==> src/hw/rtl/cctm_pkg.sv <==
// ----------------------------------------------------------------------------
// cctm_pkg
// Shared types and codes of the compare channel timer multiplexer: request
// and result codes, data widths and the shared arithmetic unit's interface.
// ----------------------------------------------------------------------------
`default_nettype none

package cctm_pkg;

   localparam int DATA_W = 32;
   localparam int LEAD_W = 16;
   localparam int KIND_W = 2;
   localparam int REQ_W  = 2;
   localparam int SLOT_W = 3;

   localparam logic [DATA_W-1:0] PERIOD_MAX = 32'hFFFF_FFFE;
   localparam logic [DATA_W-1:0] ALL_ONES   = 32'hFFFF_FFFF;
   localparam logic [LEAD_W-1:0] MIN_LEAD_RESET = 16'd2;

   // request codes
   localparam logic [REQ_W-1:0] REQ_ARM    = 2'd0;
   localparam logic [REQ_W-1:0] REQ_DISARM = 2'd1;
   localparam logic [REQ_W-1:0] REQ_EVENT  = 2'd2;

   // result codes
   localparam logic [KIND_W-1:0] KIND_SET     = 2'd0;
   localparam logic [KIND_W-1:0] KIND_NOTICE  = 2'd1;
   localparam logic [KIND_W-1:0] KIND_DISABLE = 2'd2;
   localparam logic [KIND_W-1:0] KIND_NONE    = 2'd3;

   typedef struct packed {
      logic [DATA_W-1:0] op_a;
      logic [DATA_W-1:0] op_b;
      logic              sub;
      logic [LEAD_W-1:0] min_lead;
      logic [DATA_W-1:0] best;
   } alu_req_type;

   typedef struct packed {
      logic [DATA_W-1:0] res;
      logic              lt_lead;
      logic              le_lead;
      logic              lt_best;
   } alu_rsp_type;

endpackage

`default_nettype wire

==> src/hw/rtl/compare_channel_timer_multiplexer.sv <==
// ----------------------------------------------------------------------------
// compare_channel_timer_multiplexer
// Multiplexes NUM_TIMERS one-shot or continuous timers onto one compare
// channel of a free-running 32-bit counter.
// ----------------------------------------------------------------------------
// An arm or compare event walks every slot through one shared adder: first the
// elapsed-tick subtract setup, then each idle or finished slot in ST_WALK_A
// alone and each live slot in ST_WALK_A then ST_WALK_B, then for an arm the
// period compare, and last, for an arm or when any slot is live, the forming
// of the compare value. A compare event then scans the slots for notices, one
// slot a cycle unless a notice waits for the result channel. A disarm or
// ignored request gives a single result. The block is busy (req_ready low)
// until it writes its final result; that result sits in the output register
// and the next request is taken while it waits.
// ----------------------------------------------------------------------------
`default_nettype none

module compare_channel_timer_multiplexer #(
   parameter int NUM_TIMERS = 8
) (
   input  logic                            clock,
   input  logic                            reset,
   input  logic                            csr_we,
   input  logic [cctm_pkg::LEAD_W-1:0]     csr_wdata,
   input  logic                            req_valid,
   output logic                            req_ready,
   input  logic [cctm_pkg::REQ_W-1:0]      req_type,
   input  logic [cctm_pkg::SLOT_W-1:0]     req_slot,
   input  logic [cctm_pkg::DATA_W-1:0]     req_period,
   input  logic                            req_continuous,
   input  logic [cctm_pkg::DATA_W-1:0]     req_now_count,
   output logic                            rsp_valid,
   input  logic                            rsp_ready,
   output logic [cctm_pkg::KIND_W-1:0]     rsp_kind,
   output logic [cctm_pkg::SLOT_W-1:0]     rsp_notice_slot,
   output logic [cctm_pkg::DATA_W-1:0]     rsp_compare_value,
   output logic                            rsp_last
);
   import cctm_pkg::*;

   localparam int IDX_W = (NUM_TIMERS > 1) ? $clog2(NUM_TIMERS) : 1;

   typedef enum logic [7:0] {
      ST_IDLE    = 8'b0000_0001,
      ST_DELTA   = 8'b0000_0010,
      ST_WALK_A  = 8'b0000_0100,
      ST_WALK_B  = 8'b0000_1000,
      ST_LEAD    = 8'b0001_0000,
      ST_COMPARE = 8'b0010_0000,
      ST_NOTICE  = 8'b0100_0000,
      ST_SINGLE  = 8'b1000_0000
   } state_type;

   // control state
   state_type               state_ff, state_in;
   logic [LEAD_W-1:0]       min_lead_ff, min_lead_in;
   logic [NUM_TIMERS-1:0]   active_ff, active_in;
   logic [NUM_TIMERS-1:0]   expired_ff, expired_in;
   logic [NUM_TIMERS-1:0]   done_ff, done_in;
   logic [DATA_W-1:0]       last_count_ff, last_count_in;
   logic                    rsp_valid_ff, rsp_valid_in;
   logic [IDX_W-1:0]        idx_ff, idx_in;
   logic                    any_ff, any_in;

   // slot storage, written before it is read
   logic [DATA_W-1:0]       period_ff [NUM_TIMERS];
   logic [DATA_W-1:0]       period_in [NUM_TIMERS];
   logic [DATA_W-1:0]       remaining_ff [NUM_TIMERS];
   logic [DATA_W-1:0]       remaining_in [NUM_TIMERS];
   logic [NUM_TIMERS-1:0]   repeat_ff, repeat_in;

   // request and work registers
   logic [REQ_W-1:0]        type_ff, type_in;
   logic [IDX_W-1:0]        slot_ff, slot_in;
   logic [DATA_W-1:0]       per_ff, per_in;
   logic [DATA_W-1:0]       now_ff, now_in;
   logic [DATA_W-1:0]       delta_ff, delta_in;
   logic [DATA_W-1:0]       diff_ff, diff_in;
   logic                    below_ff, below_in;
   logic [DATA_W-1:0]       best_ff, best_in;
   logic [KIND_W-1:0]       kind_pend_ff, kind_pend_in;

   // result register
   logic [KIND_W-1:0]       rsp_kind_ff, rsp_kind_in;
   logic [SLOT_W-1:0]       rsp_slot_ff, rsp_slot_in;
   logic [DATA_W-1:0]       rsp_cmp_ff, rsp_cmp_in;
   logic                    rsp_last_ff, rsp_last_in;

   alu_req_type             alu_req;
   alu_rsp_type             alu_rsp;

   logic [NUM_TIMERS-1:0]   pending;
   logic [NUM_TIMERS-1:0]   pending_above;
   logic [NUM_TIMERS-1:0]   others_active;
   logic [IDX_W-1:0]        req_idx;
   logic                    slot_ok;
   logic [DATA_W-1:0]       per_sat;
   logic                    out_free;
   logic                    idx_last;
   logic                    part;
   logic                    is_arm;
   logic                    arm_slot;

   cctm_alu u_alu (
      .alu_req (alu_req),
      .alu_rsp (alu_rsp)
   );

   assign req_idx  = IDX_W'(req_slot);
   assign slot_ok  = 32'(req_slot) < 32'(NUM_TIMERS);
   assign per_sat  = (req_period == ALL_ONES) ? PERIOD_MAX : req_period;
   assign out_free = !rsp_valid_ff || rsp_ready;
   assign idx_last = idx_ff == IDX_W'(NUM_TIMERS - 1);
   assign is_arm   = type_ff == REQ_ARM;
   assign arm_slot = is_arm && (idx_ff == slot_ff);
   // a one-shot slot that has expired sits out the update
   assign part     = active_ff[idx_ff] && !(expired_ff[idx_ff] && !repeat_ff[idx_ff]);

   always_comb begin
      for (int j = 0; j < NUM_TIMERS; j++) begin
         pending[j]       = active_ff[j] && expired_ff[j] && (repeat_ff[j] || !done_ff[j]);
         pending_above[j] = pending[j] && (IDX_W'(j) > idx_ff);
         others_active[j] = active_ff[j] && (IDX_W'(j) != req_idx);
      end
   end

   // operand selection for the shared unit
   always_comb begin
      alu_req.op_a     = '0;
      alu_req.op_b     = '0;
      alu_req.sub      = 1'b0;
      alu_req.min_lead = min_lead_ff;
      alu_req.best     = best_ff;
      unique case (state_ff)
         ST_DELTA: begin
            alu_req.op_a = now_ff;
            alu_req.op_b = last_count_ff;
            alu_req.sub  = 1'b1;
         end
         ST_WALK_A: begin
            alu_req.op_a = remaining_ff[idx_ff];
            alu_req.op_b = delta_ff;
            alu_req.sub  = 1'b1;
         end
         ST_WALK_B: begin
            alu_req.op_a = diff_ff;
            alu_req.op_b = (below_ff && repeat_ff[idx_ff]) ? period_ff[idx_ff] : '0;
         end
         ST_LEAD: begin
            alu_req.op_a = per_ff;
         end
         ST_COMPARE: begin
            alu_req.op_a = now_ff;
            alu_req.op_b = best_ff;
         end
         default: begin
         end
      endcase
   end

   always_comb begin
      state_in      = state_ff;
      min_lead_in   = min_lead_ff;
      active_in     = active_ff;
      expired_in    = expired_ff;
      done_in       = done_ff;
      last_count_in = last_count_ff;
      rsp_valid_in  = rsp_valid_ff;
      idx_in        = idx_ff;
      any_in        = any_ff;
      period_in     = period_ff;
      remaining_in  = remaining_ff;
      repeat_in     = repeat_ff;
      type_in       = type_ff;
      slot_in       = slot_ff;
      per_in        = per_ff;
      now_in        = now_ff;
      delta_in      = delta_ff;
      diff_in       = diff_ff;
      below_in      = below_ff;
      best_in       = best_ff;
      kind_pend_in  = kind_pend_ff;
      rsp_kind_in   = rsp_kind_ff;
      rsp_slot_in   = rsp_slot_ff;
      rsp_cmp_in    = rsp_cmp_ff;
      rsp_last_in   = rsp_last_ff;

      if (csr_we) begin
         min_lead_in = csr_wdata;
      end
      if (rsp_valid_ff && rsp_ready) begin
         rsp_valid_in = 1'b0;
      end

      unique case (state_ff)
         ST_IDLE: begin
            if (req_valid) begin
               type_in = req_type;
               slot_in = req_idx;
               per_in  = per_sat;
               now_in  = req_now_count;
               if (req_type == REQ_ARM && slot_ok) begin
                  // load the slot first so a re-armed slot updates with its new values
                  repeat_in[req_idx]    = req_continuous;
                  period_in[req_idx]    = per_sat;
                  remaining_in[req_idx] = per_sat;
                  expired_in[req_idx]   = 1'b0;
                  done_in[req_idx]      = 1'b0;
                  state_in              = ST_DELTA;
               end else if (req_type == REQ_DISARM && slot_ok && active_ff[req_idx]) begin
                  active_in[req_idx]  = 1'b0;
                  expired_in[req_idx] = 1'b0;
                  done_in[req_idx]    = 1'b0;
                  kind_pend_in        = (|others_active) ? KIND_NONE : KIND_DISABLE;
                  state_in            = ST_SINGLE;
               end else if (req_type == REQ_EVENT) begin
                  state_in = ST_DELTA;
               end else begin
                  kind_pend_in = KIND_NONE;
                  state_in     = ST_SINGLE;
               end
            end
         end

         ST_DELTA: begin
            delta_in      = alu_rsp.res;
            last_count_in = now_ff;
            idx_in        = '0;
            best_in       = ALL_ONES;
            any_in        = 1'b0;
            state_in      = ST_WALK_A;
         end

         ST_WALK_A, ST_WALK_B: begin
            if (state_ff == ST_WALK_A && part) begin
               diff_in  = alu_rsp.res;
               below_in = alu_rsp.lt_lead;
               state_in = ST_WALK_B;
            end else begin
               if (state_ff == ST_WALK_B) begin
                  // the slot being armed keeps its fresh count but still sets the lead
                  remaining_in[idx_ff] = arm_slot ? per_ff : alu_rsp.res;
                  if (below_ff && !arm_slot) begin
                     expired_in[idx_ff] = 1'b1;
                  end
                  any_in = 1'b1;
                  if (alu_rsp.le_lead) begin
                     best_in = DATA_W'(min_lead_ff);
                  end else if (alu_rsp.lt_best) begin
                     best_in = alu_rsp.res;
                  end
               end
               if (!idx_last) begin
                  idx_in   = idx_ff + 1'b1;
                  state_in = ST_WALK_A;
               end else if (is_arm) begin
                  state_in = ST_LEAD;
               end else if (any_in) begin
                  state_in = ST_COMPARE;
               end else if (|pending) begin
                  idx_in   = '0;
                  state_in = ST_NOTICE;
               end else begin
                  kind_pend_in = KIND_NONE;
                  state_in     = ST_SINGLE;
               end
            end
         end

         ST_LEAD: begin
            active_in[slot_ff] = 1'b1;
            if (alu_rsp.lt_best) begin
               best_in = per_ff;
            end
            state_in = ST_COMPARE;
         end

         ST_COMPARE: begin
            if (out_free) begin
               rsp_valid_in = 1'b1;
               rsp_kind_in  = KIND_SET;
               rsp_slot_in  = '0;
               rsp_cmp_in   = alu_rsp.res;
               // expiries found during an arm wait for the next compare event
               rsp_last_in  = is_arm || !(|pending);
               if (is_arm || !(|pending)) begin
                  state_in = ST_IDLE;
               end else begin
                  idx_in   = '0;
                  state_in = ST_NOTICE;
               end
            end
         end

         ST_NOTICE: begin
            if (pending[idx_ff]) begin
               if (out_free) begin
                  rsp_valid_in = 1'b1;
                  rsp_kind_in  = KIND_NOTICE;
                  rsp_slot_in  = SLOT_W'(idx_ff);
                  rsp_cmp_in   = '0;
                  rsp_last_in  = !(|pending_above);
                  if (repeat_ff[idx_ff]) begin
                     expired_in[idx_ff] = 1'b0;
                  end else begin
                     done_in[idx_ff] = 1'b1;
                  end
                  if (!(|pending_above) || idx_last) begin
                     state_in = ST_IDLE;
                  end else begin
                     idx_in = idx_ff + 1'b1;
                  end
               end
            end else if (idx_last) begin
               state_in = ST_IDLE;
            end else begin
               idx_in = idx_ff + 1'b1;
            end
         end

         ST_SINGLE: begin
            if (out_free) begin
               rsp_valid_in = 1'b1;
               rsp_kind_in  = kind_pend_ff;
               rsp_slot_in  = '0;
               rsp_cmp_in   = '0;
               rsp_last_in  = 1'b1;
               state_in     = ST_IDLE;
            end
         end

         default: begin
            state_in = ST_IDLE;
         end
      endcase
   end

   always_ff @(posedge clock) begin
      if (reset) begin
         state_ff      <= ST_IDLE;
         min_lead_ff   <= MIN_LEAD_RESET;
         active_ff     <= '0;
         expired_ff    <= '0;
         done_ff       <= '0;
         last_count_ff <= '0;
         rsp_valid_ff  <= 1'b0;
         idx_ff        <= '0;
         any_ff        <= 1'b0;
      end else begin
         state_ff      <= state_in;
         min_lead_ff   <= min_lead_in;
         active_ff     <= active_in;
         expired_ff    <= expired_in;
         done_ff       <= done_in;
         last_count_ff <= last_count_in;
         rsp_valid_ff  <= rsp_valid_in;
         idx_ff        <= idx_in;
         any_ff        <= any_in;
      end
   end

   always_ff @(posedge clock) begin
      period_ff    <= period_in;
      remaining_ff <= remaining_in;
      repeat_ff    <= repeat_in;
      type_ff      <= type_in;
      slot_ff      <= slot_in;
      per_ff       <= per_in;
      now_ff       <= now_in;
      delta_ff     <= delta_in;
      diff_ff      <= diff_in;
      below_ff     <= below_in;
      best_ff      <= best_in;
      kind_pend_ff <= kind_pend_in;
      rsp_kind_ff  <= rsp_kind_in;
      rsp_slot_ff  <= rsp_slot_in;
      rsp_cmp_ff   <= rsp_cmp_in;
      rsp_last_ff  <= rsp_last_in;
   end

   assign req_ready         = state_ff == ST_IDLE;
   assign rsp_valid         = rsp_valid_ff;
   assign rsp_kind          = rsp_kind_ff;
   assign rsp_notice_slot   = rsp_slot_ff;
   assign rsp_compare_value = rsp_cmp_ff;
   assign rsp_last          = rsp_last_ff;

endmodule

`default_nettype wire

==> src/hw/rtl/cctm_alu.sv <==
// ----------------------------------------------------------------------------
// cctm_alu
// Shared add/subtract unit with the lead and best-lead compares on its sum.
// ----------------------------------------------------------------------------
`default_nettype none

module cctm_alu (
   input  cctm_pkg::alu_req_type alu_req,
   output cctm_pkg::alu_rsp_type alu_rsp
);
   import cctm_pkg::*;

   logic [DATA_W-1:0] sum;
   logic [DATA_W-1:0] lead_ext;

   assign lead_ext = DATA_W'(alu_req.min_lead);
   assign sum      = alu_req.sub ? (alu_req.op_a - alu_req.op_b)
                                 : (alu_req.op_a + alu_req.op_b);

   // sum read as signed: negative always counts as under the lead
   assign alu_rsp.res     = sum;
   assign alu_rsp.lt_lead = sum[DATA_W-1] || (sum < lead_ext);
   assign alu_rsp.le_lead = sum[DATA_W-1] || (sum <= lead_ext);
   assign alu_rsp.lt_best = sum < alu_req.best;

endmodule

`default_nettype wire

==> config.mk <==
export PLATFORM = sky130hd
export DESIGN_NAME = compare_channel_timer_multiplexer
export DESIGN_NICKNAME = d
export VERILOG_FILES = /design/src/hw/rtl/cctm_pkg.sv /design/src/hw/rtl/compare_channel_timer_multiplexer.sv /design/src/hw/rtl/cctm_alu.sv
export SDC_FILE = /design/constraint.sdc
export NUM_CORES = 1
export LEC_CHECK = 0
export BUFFER_PORTS_ARGS = -buffer_cell sky130_fd_sc_hd__buf_2
export CAP_MARGIN = 20
export CORE_ASPECT_RATIO = 0.5
export CORE_MARGIN = 4
export CORE_UTILIZATION = 55
export DETAILED_ROUTE_END_ITERATION = 10
export MAX_ROUTING_LAYER = met4
export PLACE_DENSITY = 0.72
export SLEW_MARGIN = 20
export SYNTH_ARGS = -nofsm -noshare
export SYNTH_HDL_FRONTEND = slang
export SYNTH_SLANG_ARGS = --single-unit
==> constraint.sdc <==
create_clock -name clock -period 17.9 [get_ports clock]
set_input_delay 0.895 -clock clock [delete_from_list [all_inputs] [get_ports clock]]
set_output_delay 0.895 -clock clock [all_outputs]
set_load 0.02 [all_outputs]
==> run_results.csv <==
group,metric,value,unit
die,core-area,69500,um^2
cts,cts_resized,0,
power,power_frac_clock,25.7,%
place,portBuffers,130,
synth,yosysWarnings,0,
cts,cts.htree.levels,3,
power,power.switching,0.00267,W
die,dieArea,75300,um^2
power,internal-power,0.00382,W
power,seqPwrFrac,36.4,%
synth,netlist_top_cells_area,"edfxtp_1 56%, dfxtp_1 4.4%, nand2_1 3.4%, a22o_1 3.3%, o21ai_0 3.0%",
outcome,status,"finished, final reports clean",
route,postRouteAntennaNets,0,
timing,max_freq,0.0918,GHz
synth,synth_top_area_share,56.0,%
grt,grt_max_degree,64,
cts,tritoncts,"done",
synth,yosysMostFrequentCell,"edfxtp_1",
grt,track_usage,41.9,%
place,place_congestion,1.03,
die,die_h,196,um
cells_and_area,area_growth,10.8,%
synth,synth_cells,3295,
route,wl_met2,60.8,mm
die,ioPinCount,131,
cts,cts.sink_count,810,
synth,synthTopCellsByCount,"725 x edfxtp_1, 355 x nand2_1, 237 x o21ai_0",
grt,grt_pass1_wl,217,mm
timing,tightest_slew,1290,ps
power,power_density,150,nW/um^2
setup_path,path_class,"reg -> reg",
cells_and_area,final_nets,3497,
cts,postCtsHoldBufs,0,
timing,fin_skew,32.4,ps
grt,grt_antenna_before_repair,10,
route,wl_met1,59.1,mm
grt,grt.overflow.total,0,
setup_path,crit_fanout,56,
cells_and_area,num-fill-cells,5387,
power,p_leak,14.8,nW
timing,hold_violations,0,
route,vias,31423,
setup_path,critical_path.top_delay_family,"compound AO/OA/AOI/OAI gates",
setup_path,crit_buf_inv,3,
power,switching_share,41.1,%
setup_path,max_stage_delay,860,ps
timing,finalSetupTns,0,ps
flow_run,max_cap_viol_count,0,
setup_path,cp_data_required_time,18240,ps
setup_path,crit_path_start_kind,"flip-flop",
power,total_power,0.00649,W
route,drt_iter0_markers,6711,
synth,synth-edff-count,725,
worst_hold_path,min_path_type,"in -> reg",
die,start_util,56.0,%
synth,ys_ff_latch,810,
synth,avgSynthCellArea,11.8,um^2
power,pwr-share-comb,38.0,%
cts,path_clk_slew,70,ps
synth,syn_nets,3471,
route,dr.pass1.iters,8,
synth,synth_cell_types,84,
cts,root_buffer,"clkbuf_16",
setup_path,crit_path_top_delay_cell,"and2_1",
timing,worst_hold_slack,382,ps
setup_path,critPathArrivalTime,11230,ps
cts,clk_latency,690,ps
route,drc_errors,0,
route,wire_per_inst,36.0,um
route,via_per_inst,7.25,
die,die-width,384,um
route,top_layer,"met4",
setup_path,crit_path_end_kind,"flip-flop",
die,rows,68,
timing,setup_viol,0,
timing,finalCriticalPeriod,10890,ps
cts,numCtsBuffers,73,
timing,rsz0062_at_grt,"false",
synth,synthFlopType,"edfxtp_1",
cts,clockBufferDepth,3,
timing,finalCritPeriodShare,60.9,%
timing,slew_headroom,13.7,%
cells_and_area,multiInputGateArea,14300,um^2
timing,slew_violations,0,
cells_and_area,seq_area,23500,um^2
route,wl,156,mm
synth,synth_top_area_cell,"edfxtp_1",
place,dpl.hpwl,106,mm
synth,netlist_area,38900,um^2
cts,post_cts_buffers,0,
route,route.met3.wl,31.0,mm
synth,synth-async-reset-ratio,0,%
grt,grt_pass1_vias,29002,
setup_path,path_common_cell,"ha_1",
power,ir_drop,111,uV
synth,ys_seq_area_share,60.3,%
cells_and_area,layout-drive-gt1-share,14.2,%
## through the flow
step           worst slack [ps]  std cells  instance area (um^2)  utilization (%)
2_1_floorplan              9230       3295                 38900                -
3_3_place_gp               7280       4188                 40600             58.4
3_5_place_dp               7370       4189                 40600             58.4
4_1_cts                    7340       4321                 43000             61.9
5_1_grt                    6500       4332                 43100             62.0
6_report                   7010       4334                 43100             62.0
## final cells by class
| type | count | share of cell area, % |
|---|---|---|
| clock buffer | 98 | 4.65 |
| antenna | 11 | 0.0638 |
| inverter | 112 | 0.978 |
| sequential | 810 | 54.5 |
| timing repair buffer | 214 | 3.01 |
| clock inverter | 34 | 0.981 |
| multi-input combinational | 2110 | 33.1 |
| tap | 945 | 2.74 |
## flip-flops by register name, summed over array words and instances (netlist names), 8 cells and up
register and count:
delta_ff 32, repeat_ff 8, period_ff 256, rsp_compare_value 32
per_ff 32, now_ff 32, done_ff 8, state_ff 8
expired_ff 8, best_ff 32, min_lead_ff 16, last_count_ff 32
active_ff 8, remaining_ff 256, diff_ff 32
## placed cells by master (no fill, tap or decap), types with 28 or more instances in the layout
| cell type | instances |
|---|---|
| ha_1 | 84 |
| a21oi_1 | 180 |
| dfxtp_1 | 82 |
| xor2_1 | 30 |
| nor3_1 | 28 |
| xnor2_1 | 30 |
| a22o_1 | 148 |
| edfxtp_1 | 725 |
| a211oi_1 | 29 |
| nand4_1 | 31 |
| mux2i_1 | 65 |
| mux2_2 | 31 |
| o22ai_1 | 45 |
| a22oi_1 | 85 |
| a222oi_1 | 51 |
| a221oi_1 | 29 |
| buf_4 | 81 |
| nand2_1 | 355 |
| nor2b_1 | 30 |
| nor2_1 | 185 |
| inv_1 | 107 |
| clkbuf_16 | 75 |
| buf_2 | 130 |
| o21ai_0 | 237 |
## cell families after synthesis
logic type,count (synthesis),share of synthesized area (%)
flip-flops,810,60.3
AND/OR/NAND/NOR,815,9.55
XOR/XNOR,60,1.35
buffers and inverters,375,3.83
multiplexers,122,4.04
AO/OA/AOI/OAI,1028,18.1
adder cells (fa/ha/maj),85,2.75
## final timing paths
check	startpoint	endpoint	slack, ps	depth (start not counted)
max reg2reg	idx_ff[1]	best_ff[7]	7010	27
min reg2reg	last_count_ff[8]	last_count_ff[8]	460	2
min	req_now_count[1]	now_ff[1]	380	1
max	idx_ff[1]	best_ff[7]	7010	27
## layer usage
metal,vias up,track usage [%]
li1,12699,-
met1,15412,57.6
met2,2937,53.3
met3,375,22.4
met4,0,11.9
met5,-,-
## power by group through the flow
stage / logic, W / clock network, W / registers, W
2_1_floorplan: 0.00129 / 0 / 0.00236
3_3_place_gp: 0.00227 / 0 / 0.00239
3_5_place_dp: 0.00230 / 0 / 0.00239
4_1_cts: 0.00231 / 0.00165 / 0.00235
5_1_grt: 0.00258 / 0.00173 / 0.00236
6_report: 0.00246 / 0.00166 / 0.00236
Note: power is estimated with default switching activity, not from simulation.
